`src/rtl/tlp_pkg.sv`:
```
// Shared constants, types and helpers for the timestamp line parser.
`timescale 1ns / 1ps
package tlp_pkg;

	localparam int LINE_DEPTH = 32;
	localparam int AW = $clog2(LINE_DEPTH);
	localparam int PW = $clog2(LINE_DEPTH + 1);

	localparam int MIN_TEXT_LEN = 17;
	localparam int CNT_W = 5;
	localparam logic [CNT_W-1:0] LAST_POS = CNT_W'(16);

	localparam logic [7:0] CH_COLON = 8'h3A;
	localparam logic [7:0] CH_CR = 8'h0D;
	localparam logic [7:0] CH_LF = 8'h0A;
	localparam logic [7:0] CH_ZERO = 8'h30;
	localparam logic [7:0] CH_NINE = 8'h39;

	// colon positions, each closing one field
	localparam logic [CNT_W-1:0] POS_DAY_END = CNT_W'(2);
	localparam logic [CNT_W-1:0] POS_MONTH_END = CNT_W'(5);
	localparam logic [CNT_W-1:0] POS_YEAR_END = CNT_W'(10);
	localparam logic [CNT_W-1:0] POS_HOUR_END = CNT_W'(13);
	localparam logic [CNT_W-1:0] POS_MINUTE_END = CNT_W'(16);

	localparam int ACC_W = 14;

	typedef enum logic [1:0] {
		ST_IDLE,
		ST_SCAN,
		ST_DRAIN,
		ST_EMIT
	} scan_state_t;

	typedef struct packed {
		logic go;
		logic short_line;
	} scan_req_t;

	function automatic logic is_colon_pos(input logic [CNT_W-1:0] pos);
		return (pos == POS_DAY_END) || (pos == POS_MONTH_END) || (pos == POS_YEAR_END) ||
			(pos == POS_HOUR_END) || (pos == POS_MINUTE_END);
	endfunction

endpackage

```
`src/rtl/timestamp_line_parser.sv`:
```
// Top level of the timestamp line parser: line store writes and scan control.
//
//  channel   signals                        handshake
//  request   start, rx_byte                 taken when start & !busy
//  result    strobe, valid_res, day, month, one cycle pulse on strobe, no stall
//            year, hour, minute
//
// A data byte is written to the line store at acceptance while the store has room.
// A terminator of a line of at least 17 text bytes holds busy through the scan state,
// which reads positions 0 to 16 on the single read port, the drain state and the result state.
// A shorter line holds busy only in the result state.
// The result receiver cannot stall; strobe is high for exactly one cycle.
// Reset clears position, length and scan state; store contents are not cleared.
`timescale 1ns / 1ps
module timestamp_line_parser import tlp_pkg::*; (
	input  logic        clk,
	input  logic        arst_n,
	input  logic        start,
	output logic        busy,
	input  logic [7:0]  rx_byte,
	output logic        strobe,
	output logic        valid_res,
	output logic [6:0]  day,
	output logic [6:0]  month,
	output logic [13:0] year,
	output logic [6:0]  hour,
	output logic [6:0]  minute
);

	logic [PW-1:0] wpos_q;
	logic [PW-1:0] len_q;
	logic zero_q;
	logic accept;
	logic term;
	logic wr_en;
	logic [AW-1:0] rd_addr;
	logic [7:0] rd_data;
	scan_req_t req;

	assign accept = start && !busy;
	assign term = (rx_byte == CH_CR) || (rx_byte == CH_LF);
	assign wr_en = accept && !term && (wpos_q < PW'(LINE_DEPTH));

	assign req.go = accept && term;
	assign req.short_line = (len_q < PW'(MIN_TEXT_LEN));

	always_ff @(posedge clk or negedge arst_n) begin
		if (!arst_n) begin
			wpos_q <= '0;
			len_q <= '0;
			zero_q <= 1'b0;
		end else if (req.go) begin
			wpos_q <= '0;
			len_q <= '0;
			zero_q <= 1'b0;
		end else if (wr_en) begin
			wpos_q <= wpos_q + PW'(1);
			if (rx_byte == 8'h00) begin
				zero_q <= 1'b1;
			end else if (!zero_q) begin
				len_q <= len_q + PW'(1);
			end
		end
	end

	tlp_ram #(
		.WIDTH(8),
		.DEPTH(LINE_DEPTH)
	) u_line_store (
		.clk  (clk),
		.we   (wr_en),
		.waddr(wpos_q[AW-1:0]),
		.wdata(rx_byte),
		.raddr(rd_addr),
		.rdata(rd_data)
	);

	tlp_scan u_scan (
		.clk      (clk),
		.arst_n   (arst_n),
		.req      (req),
		.rd_addr  (rd_addr),
		.rd_data  (rd_data),
		.busy     (busy),
		.strobe   (strobe),
		.valid_res(valid_res),
		.day      (day),
		.month    (month),
		.year     (year),
		.hour     (hour),
		.minute   (minute)
	);

endmodule

```
`src/rtl/tlp_ram.sv`:
```
// Generic simple dual-port RAM with registered read.
`timescale 1ns / 1ps
module tlp_ram #(
	parameter int WIDTH = 8,
	parameter int DEPTH = 32
) (
	input  logic                     clk,
	input  logic                     we,
	input  logic [$clog2(DEPTH)-1:0] waddr,
	input  logic [WIDTH-1:0]         wdata,
	input  logic [$clog2(DEPTH)-1:0] raddr,
	output logic [WIDTH-1:0]         rdata
);

	logic [WIDTH-1:0] mem_q [DEPTH];

	always_ff @(posedge clk) begin
		if (we) begin
			mem_q[waddr] <= wdata;
		end
		rdata <= mem_q[raddr];
	end

endmodule

```
`src/rtl/tlp_scan.sv`:
```
// Line scan sequencer: reads positions 0..16, checks format, decodes fields.
`timescale 1ns / 1ps
module tlp_scan import tlp_pkg::*; (
	input  logic          clk,
	input  logic          arst_n,
	input  scan_req_t     req,
	output logic [AW-1:0] rd_addr,
	input  logic [7:0]    rd_data,
	output logic          busy,
	output logic          strobe,
	output logic          valid_res,
	output logic [6:0]    day,
	output logic [6:0]    month,
	output logic [13:0]   year,
	output logic [6:0]    hour,
	output logic [6:0]    minute
);

	scan_state_t state_q, state_d;
	logic [CNT_W-1:0] cnt_q;
	logic [CNT_W-1:0] pos_s1;
	logic vld_s1;
	logic ok_q;
	logic [ACC_W-1:0] acc_q;
	logic [ACC_W-1:0] acc_next;
	logic [6:0] day_q, month_q, hour_q, minute_q;
	logic [13:0] year_q;
	logic digit_ok;

	always_comb begin
		state_d = state_q;
		unique case (state_q)
			ST_IDLE: begin
				if (req.go) begin
					state_d = req.short_line ? ST_EMIT : ST_SCAN;
				end
			end
			ST_SCAN: begin
				if (cnt_q == LAST_POS) begin
					state_d = ST_DRAIN;
				end
			end
			ST_DRAIN: state_d = ST_EMIT;
			ST_EMIT: state_d = ST_IDLE;
			default: state_d = ST_IDLE;
		endcase
	end

	always_comb begin
		busy = (state_q != ST_IDLE);
		strobe = (state_q == ST_EMIT);
		rd_addr = AW'(cnt_q);
	end

	assign digit_ok = (rd_data >= CH_ZERO) && (rd_data <= CH_NINE);
	assign acc_next = ACC_W'({acc_q, 3'b000}) + ACC_W'({acc_q, 1'b0}) +
		ACC_W'(rd_data[3:0]);

	always_ff @(posedge clk or negedge arst_n) begin
		if (!arst_n) begin
			state_q <= ST_IDLE;
			cnt_q <= '0;
			vld_s1 <= 1'b0;
			ok_q <= 1'b0;
		end else begin
			state_q <= state_d;
			vld_s1 <= (state_q == ST_SCAN);
			if (state_q == ST_SCAN) begin
				cnt_q <= cnt_q + CNT_W'(1);
			end else begin
				cnt_q <= '0;
			end
			if (state_q == ST_IDLE && req.go) begin
				ok_q <= !req.short_line;
			end else if (vld_s1) begin
				if (is_colon_pos(pos_s1)) begin
					if (rd_data != CH_COLON) begin
						ok_q <= 1'b0;
					end
				end else if (!digit_ok) begin
					ok_q <= 1'b0;
				end
			end
		end
	end

	always_ff @(posedge clk) begin
		pos_s1 <= cnt_q;
		if (state_q == ST_IDLE) begin
			acc_q <= '0;
		end else if (vld_s1) begin
			if (is_colon_pos(pos_s1)) begin
				acc_q <= '0;
				case (pos_s1)
					POS_DAY_END: day_q <= acc_q[6:0];
					POS_MONTH_END: month_q <= acc_q[6:0];
					POS_YEAR_END: year_q <= acc_q[13:0];
					POS_HOUR_END: hour_q <= acc_q[6:0];
					POS_MINUTE_END: minute_q <= acc_q[6:0];
					default: ;
				endcase
			end else begin
				acc_q <= acc_next;
			end
		end
	end

	assign valid_res = ok_q;
	assign day = ok_q ? day_q : '0;
	assign month = ok_q ? month_q : '0;
	assign year = ok_q ? year_q : '0;
	assign hour = ok_q ? hour_q : '0;
	assign minute = ok_q ? minute_q : '0;

endmodule

```
`config.mk`:
```
export PLATFORM = sky130hd
export DESIGN_NAME = timestamp_line_parser
export DESIGN_NICKNAME = d
export VERILOG_FILES = /design/src/rtl/tlp_pkg.sv /design/src/rtl/timestamp_line_parser.sv /design/src/rtl/tlp_ram.sv /design/src/rtl/tlp_scan.sv
export SDC_FILE = /design/constraint.sdc
export NUM_CORES = 1
export LEC_CHECK = 0
export BUFFER_PORTS_ARGS = -buffer_cell sky130_fd_sc_hd__buf_2
export CAP_MARGIN = 20
export CORE_AREA = 2 2 173 175
export DETAILED_ROUTE_END_ITERATION = 16
export DIE_AREA = 0 0 175 177
export GPL_TIMING_DRIVEN = 0
export PLACE_DENSITY = 0.71
export REMOVE_ABC_BUFFERS = 1
export SETUP_SLACK_MARGIN = 0.2
export SLEW_MARGIN = 10
export SYNTH_ARGS = -nofsm -noshare
export SYNTH_HDL_FRONTEND = slang
export SYNTH_SLANG_ARGS = --single-unit
```
`constraint.sdc`:
```
create_clock -name clk -period 3.15 [get_ports clk]
set_input_delay 0 -clock clk [delete_from_list [all_inputs] [get_ports clk]]
set_output_delay 0 -clock clk [all_outputs]
set_load 0.02 [all_outputs]
```
# ---- Word level (Yosys, flattened, before mapping)
# Memory sizes are Yosys's and may differ from the RTL's. A register that Yosys moved wholly into a read port is not among the register bits.
# Index checks and enable logic that the tools add are counted.
dict set report classes {
  add_sub_neg 5
  n_mul 0
  n_div 0
  order_cmp 4
  eq_ne 18
  n_shift 0
  n_mux 27
  bitwise 1
  n_reduce_logical 29
}
# cell count
set ops {}
lappend ops {{$mux W6} 6}
lappend ops {{$mux W14} 2}
lappend ops {{$mux W7} 4}
lappend ops {{$reduce_and A4 Y1} 5}
lappend ops {{$eq A8 B4 Y1 const B} 2}
lappend ops {{$add A14 B14 Y14} 1}
lappend ops {{$add A14 B4 Y14} 1}
lappend ops {{$add A6 B1 Y6 const B} 2}
lappend ops {{$eq A5 B4 Y1 const B} 2}
lappend ops {{$eq A5 B5 Y1 const B} 2}
lappend ops {{$mux W1} 10}
lappend ops {{$ge A8 B6 Y1 const B} 1}
lappend ops {{$le A8 B6 Y1 const B} 1}
lappend ops {{$logic_not A8 Y1} 1}
lappend ops {{$ne A2 B1 Y1 const B} 4}
lappend ops {{$ne A8 B6 Y1 const B} 1}
lappend ops {{$pmux W2 S4} 1}
lappend ops {{$reduce_bool A2 Y1} 4}
lappend ops {{$logic_and A1 B1 Y1} 6}
lappend ops {{$lt A6 B5 Y1 const B} 1}
lappend ops {{$lt A6 B6 Y1 const B} 1}
lappend ops {{$mux W2} 3}
lappend ops {{$reduce_and A3 Y1} 2}
lappend ops {{$add A5 B1 Y5 const B} 1}
lappend ops {{12 further kinds} 20}
dict set report word_totals {
  register_bits 83
  latchBits 0
  mem_bits_rw 256
  romBits 0
  input_bits 11
  output_inout_bits 45
  elab_cells 99
  n_memories 1
}
# memory depth width read_ports rd_clocked_by_memory_dff wr line
set mem_list {}
lappend mem_list {u_line_store.mem_q 32 8 1 1 1 tlp_ram.sv:15} ;# logic [WIDTH-1:0] mem_q [DEPTH];

# ---- Longest topological paths before layout
dict set report depth {
  depth_word 8
  depth_mapped 9
  depth_no_buf 9
}

# ---- Cells and area by module
# From an unflattened synthesis, not the netlist that was laid out.
dict set report hier_totals {
  hier_cells 774
  hier_area_um2 14166.1
}
# module instances cells_per_inst area_each_um2 seq_area_each_um2
set by_module_without_submodules {}
lappend by_module_without_submodules {tlp_ram 1 417 10053.4 7847.5}
lappend by_module_without_submodules {tlp_scan 1 281 3347.0 1866.8}
lappend by_module_without_submodules {timestamp_line_parser 1 76 765.7 325.3}

# ---- Worst setup path before layout
# No wires, ideal clock.
dict set report synth_path {
  kind {reg2reg}
  from {register u_scan.acc_q[0]}
  to {register u_scan.acc_q[13]}
  setup_time_ns 0.117
  arrival_time_ns 2.356
  required_time_ns 3.033
  slack_ns 0.677
  stages_incl_launch_ff 10
  path_buffers 0
  synth_period_minus_slack_ns 2.473
  cell_sequence {dfxtp_1 > inv_1 > fa_1 > inv_1 > ha_1 > a21o_1 > nand4_1 > a211oi_1 > or3_1 > a32o_1}
}
dict set report synth_between {
  elab_chain_len 3
}
# element line
set synth_lines {}
lappend synth_lines {{start: declaration} tlp_scan.sv:24} ;# logic [ACC_W-1:0] acc_q;
lappend synth_lines {{start signal: assignment} tlp_scan.sv:103} ;# acc_q <= acc_next;
lappend synth_lines {{$add A14 B14 Y14} tlp_scan.sv:56} ;# assign acc_next = ACC_W'({acc_q, 3'b000}) + ACC_W'({acc_q, 1'b0}) +
lappend synth_lines {{$add A14 B4 Y14} tlp_scan.sv:56}
lappend synth_lines {{$mux W14} tlp_scan.sv:92} ;# if (is_colon_pos(pos_s1)) begin
# No other way between the ends.
# A chain may end at the register's enable or synchronous reset.

# ---- Worst setup path after layout
dict set report layout_path {
  from {register u_scan.state_q[0]}
  to {memory u_line_store.mem_q[29][4] (enable)}
}
dict set report layout_between {
  elab_chain_len 7
}
# element line
set layout_lines {}
lappend layout_lines {{start: declaration} tlp_scan.sv:19} ;# scan_state_t state_q, state_d;
lappend layout_lines {{start signal: assignment} tlp_scan.sv:66} ;# state_q <= state_d;
lappend layout_lines {{$reduce_bool A2 Y1} tlp_scan.sv:50} ;# busy = (state_q != ST_IDLE);
lappend layout_lines {{$logic_not A1 Y1} timestamp_line_parser.sv:40} ;# assign accept = start && !busy;
lappend layout_lines {{$logic_and A1 B1 Y1} timestamp_line_parser.sv:40}
lappend layout_lines {{$logic_and A1 B1 Y1 (2 in series)} timestamp_line_parser.sv:42} ;# assign wr_en = accept && !term && (wpos_q < PW'(LINE_DEPTH));
lappend layout_lines {{$mux W1} tlp_ram.sv:18} ;# if (we) begin
lappend layout_lines {{$mux W1 (not written as such)} tlp_ram.sv:19} ;# mem_q[waddr] <= wdata;
lappend layout_lines {{end: declaration} tlp_ram.sv:15}
# No other way between the ends.

==> results.toml <==
[hold_path]
min-delay-path-class = "in2reg"
whs_path_depth = 1
hold_start = "rx_byte[1]"
hold_end = "u_line_store.mem_q[7][1]$_DFFE_PP_"

[logic_synthesis]
synth_common_cells = "edfxtp_1 (298), mux2i_1 (84), nor2_1 (56), and2_1 (49), nand2_1 (37)"
yosysSeqAreaShare_pct = 69.79
yosysMostFrequentCell = "edfxtp_1"
synth_top_area_cell = "edfxtp_1"
synth_xor_area_share_pct = 0.8523
syn_area_per_cell_um2 = 16.02
synth_area_leaders = "edfxtp_1 (62%), mux2i_1 (5.8%), mux4_2 (5.0%)"
synth-adder-area-share_pct = 3.322
synth_top_family_by_area = "multiplexers"
yosys-mux-area-fraction_pct = 10.85
synthCells = 898
async_reset_ff_share_pct = 6.340
ys_warn_count = 0
yosys.area_share.simple_pct = 7.801
synth-edff-count = 298
synth_compound_area_share_pct = 5.584
synth_ff_type = "edfxtp_1"
syn-cell-area_um2 = 14390
synth_cell_types = 56
synth_seq_cells = 347
synth.top_cell.area_share_pct = 62.20

[sta]
rsz0062_at_grt = "yes"
period_minus_slack_ns = 2.777
worst_pin_slew_ns = 1.054
relSlewSlack_pct = 29.16
final-hold-violation-count = 0
setup_ws_ns = 0.3735
slew_viol_final = 0
period_share_pct = 88.14
fin_skew_ns = 0.02186
max_freq_ghz = 0.3602
setup_viol_count_final = 0

[clock_tree]
tritoncts = "built"
cts_max_level = 2
clock-sinks = 347
cts_buffer_depth = 3
insertion_delay_ns = 0.52
clk_pin_slew_ns = 0.06
cts_root_buf = "clkbuf_16"
cts_buffers = 35

[die]
core_area_um2 = 29240
start_util_pct = 49.19
die_w_um = 175
die_y_um = 177
die_area_um2 = 30980
fp-row-count = 63
io_pins = 56

[place]
dp_hpwl_mm = 17.13
gp_congestion = 0.7800
io_buffer_count = 55
dp_slack_ns = -0.07640
dp_cells = 1311

[final_layout]
area_delta_synth_final_pct = 14.75
drive_gt1_share_pct = 20.18
fillers = 2246
n_antenna_cell = 0
seqCellArea_um2 = 10040
nets = 1012
stdcell_count = 1381
multiInputGateArea_um2 = 4333

[power]
p_int_mw = 8.807
p_per_area_nw_per_um2 = 743.8
p_sw_mw = 3.472
p_comb_share_pct = 21.0
cellLeakagePower_nw = 5.669
clkPwrFrac_pct = 32.5
seqPwrFrac_pct = 46.5
switching_share_pct = 28.28
ir_worst_vdd_v = 0.0004520

[global_route]
grt_max_degree = 46
antenna_found_initial = 0
grt_pass1_wl_mm = 42.64
grt.overflow.total = 0
grt_use_total_pct = 17.95
grt_pass1_vias = 7569

[route]
ant_nets = 0
post_drt_wl_per_cell_um = 19.93
viasPerCell = 5.547
vias = 7660
dr.first_iter.drc_count = 685
drc = 0
drt-total-wl_mm = 27.53
dr.pass1.iters = 6

[setup_path]
critical_path_class = "reg2reg"
reg2reg_slack_ns = 0.37
r2r_end = "u_line_store.mem_q[29][4]$_DFFE_PP_"
r2r_start = "u_scan.state_q[0]$_DFFE_PN0P_"
rr_worst_depth = 7
cp_slowest_cell = "nand2_2"
crit_fanout = 13
cpPeakStageDelay_ns = 0.43
arrival_ns = 2.97
critPathLaunchType = "flop"
crit_path_end_kind = "flop"
crit_required_ns = 3.34
crit_path_cell_trace = "inv_1 -> ha_2 -> nand2_1 -> nor2_1 -> and2_1 -> nand2_2 -> nor2_4"

[job]
maxCapViolCount = 0

[outcome]
status = "finished, final reports clean"
-- how the worst max path moves through the flow --
stage	startpoint	endpoint	slack, ns	cells after the start
after floorplan	u_scan.rd_addr[0]$_DFF_PN0_	u_line_store.rdata[1]$_DFF_P_	-1.32	3
after global placement	u_scan.rd_addr[0]$_DFF_PN0_	u_line_store.rdata[2]$_DFF_P_	-2.92	3
after detailed placement	u_scan.state_q[1]$_DFFE_PN0P_	u_line_store.mem_q[1][0]$_DFFE_PP_	-0.08	7
after CTS	u_scan.state_q[0]$_DFFE_PN0P_	u_line_store.mem_q[28][4]$_DFFE_PP_	0.005	7
after global routing	u_scan.state_q[0]$_DFFE_PN0P_	u_line_store.mem_q[12][1]$_DFFE_PP_	0.12	7
final	u_scan.state_q[0]$_DFFE_PN0P_	u_line_store.mem_q[29][4]$_DFFE_PP_	0.37	7
-- worst max-delay path, delay by kind of cell, from the launching register on --
| family | cells | cell delay, ns |
|---|---|---|
| flops | 1 | 0.40 |
| simple gates | 5 | 1.55 |
| fa+ha+maj | 1 | 0.36 |
| buf+inv | 1 | 0.13 |
-- layout make-up --
| cell class | instances | share of cell area [%] |
|---|---|---|
| flip-flops and latches | 347 | 60.85 |
| multi-input cells | 491 | 26.25 |
| clock buffers | 51 | 6.177 |
| well taps | 390 | 2.956 |
| repair buffers | 68 | 2.691 |
| clock inverters | 13 | 0.6063 |
| inverters | 21 | 0.4775 |
-- layer usage --
metal,track usage (%),wire length (um),up-vias,share of wire [%]
met5,0,0,-,0
met4,4.618,438,0,1.6
met3,2.964,1407,37,5.1
met2,29.83,13530,207,49
met1,24.88,12150,3818,44
li1,-,-,3598,-
-- flip-flops by register name, indices dropped and copies added, names as in the netlist, 2 cells and up --
name,cells
u_line_store.mem_q,256
u_scan.acc_q,14
u_scan.year_q,14
u_line_store.rdata,8
u_scan.day_q,7
u_scan.hour_q,7
u_scan.minute_q,7
u_scan.month_q,7
len_q,6
wpos_q,6
u_scan.pos_s1,5
u_scan.rd_addr,5
u_scan.state_q,2
-- stage by stage --
step           power, mW  TNS [ns]  hold WS, ns  instance area (um2)  util (%)
2_1_floorplan      7.666    -18.08      -0.2956                14210         -
3_5_place_dp       8.264    -3.406    -0.003280                15100     51.65
4_1_cts            12.29         0      0.05269                16370     55.99
5_1_grt            12.85         0      0.07114                16510     56.45
3_3_place_gp       8.034    -41.15    0.0007197                14970     51.19
6_report           12.28         0      0.06209                16510     56.45
-- power by group through the flow --
stage	combinational, mW	clock (mW)	sequential, mW
floorplan	1.84	0	5.83
global placement	2.11	0	5.92
detailed placement	2.46	0	5.81
CTS	2.52	4.06	5.71
global route	2.83	4.24	5.77
finish	2.57	4.00	5.71
-- logic make-up (layout without fill, tap and decap cells) --
| logic type | Yosys count | in the layout |
|---|---|---|
| compound gates | 112 | 112 |
| flops | 347 | 347 |
| buf+inv | 60 | 153 |
| mux | 116 | 116 |
| xor+xnor | 14 | 14 |
| simple gates | 212 | 212 |
| fa+ha+maj | 37 | 37 |
-- cells in the final DEF, fill, tap and decap left out, drive strengths merged, types with 7 or more instances in the layout --
cell and instances:
a21oi 31, a22o 16, a22oi 10, a31oi 10, and2 49, buf 63
clkbuf 52, clkinv 12, dfrtp 22, dfxtp 27, edfxtp 298, ha 35
inv 21, mux2i 84, mux4 32, nand2 37, nand3 10, nor2 57
nor3 18, o21ai 12, o221ai 8, or3 7, xnor2 12
-- what timing repair did --
action | CTS | global route
setup endpoints to repair | 256 | 256
gates resized for setup | 38 | 27
setup buffers | 0 | 0
hold buffers | 4 | 0
endpoints found under the hold margin | 24 | 0
Note: power is estimated with default switching activity, not from simulation.
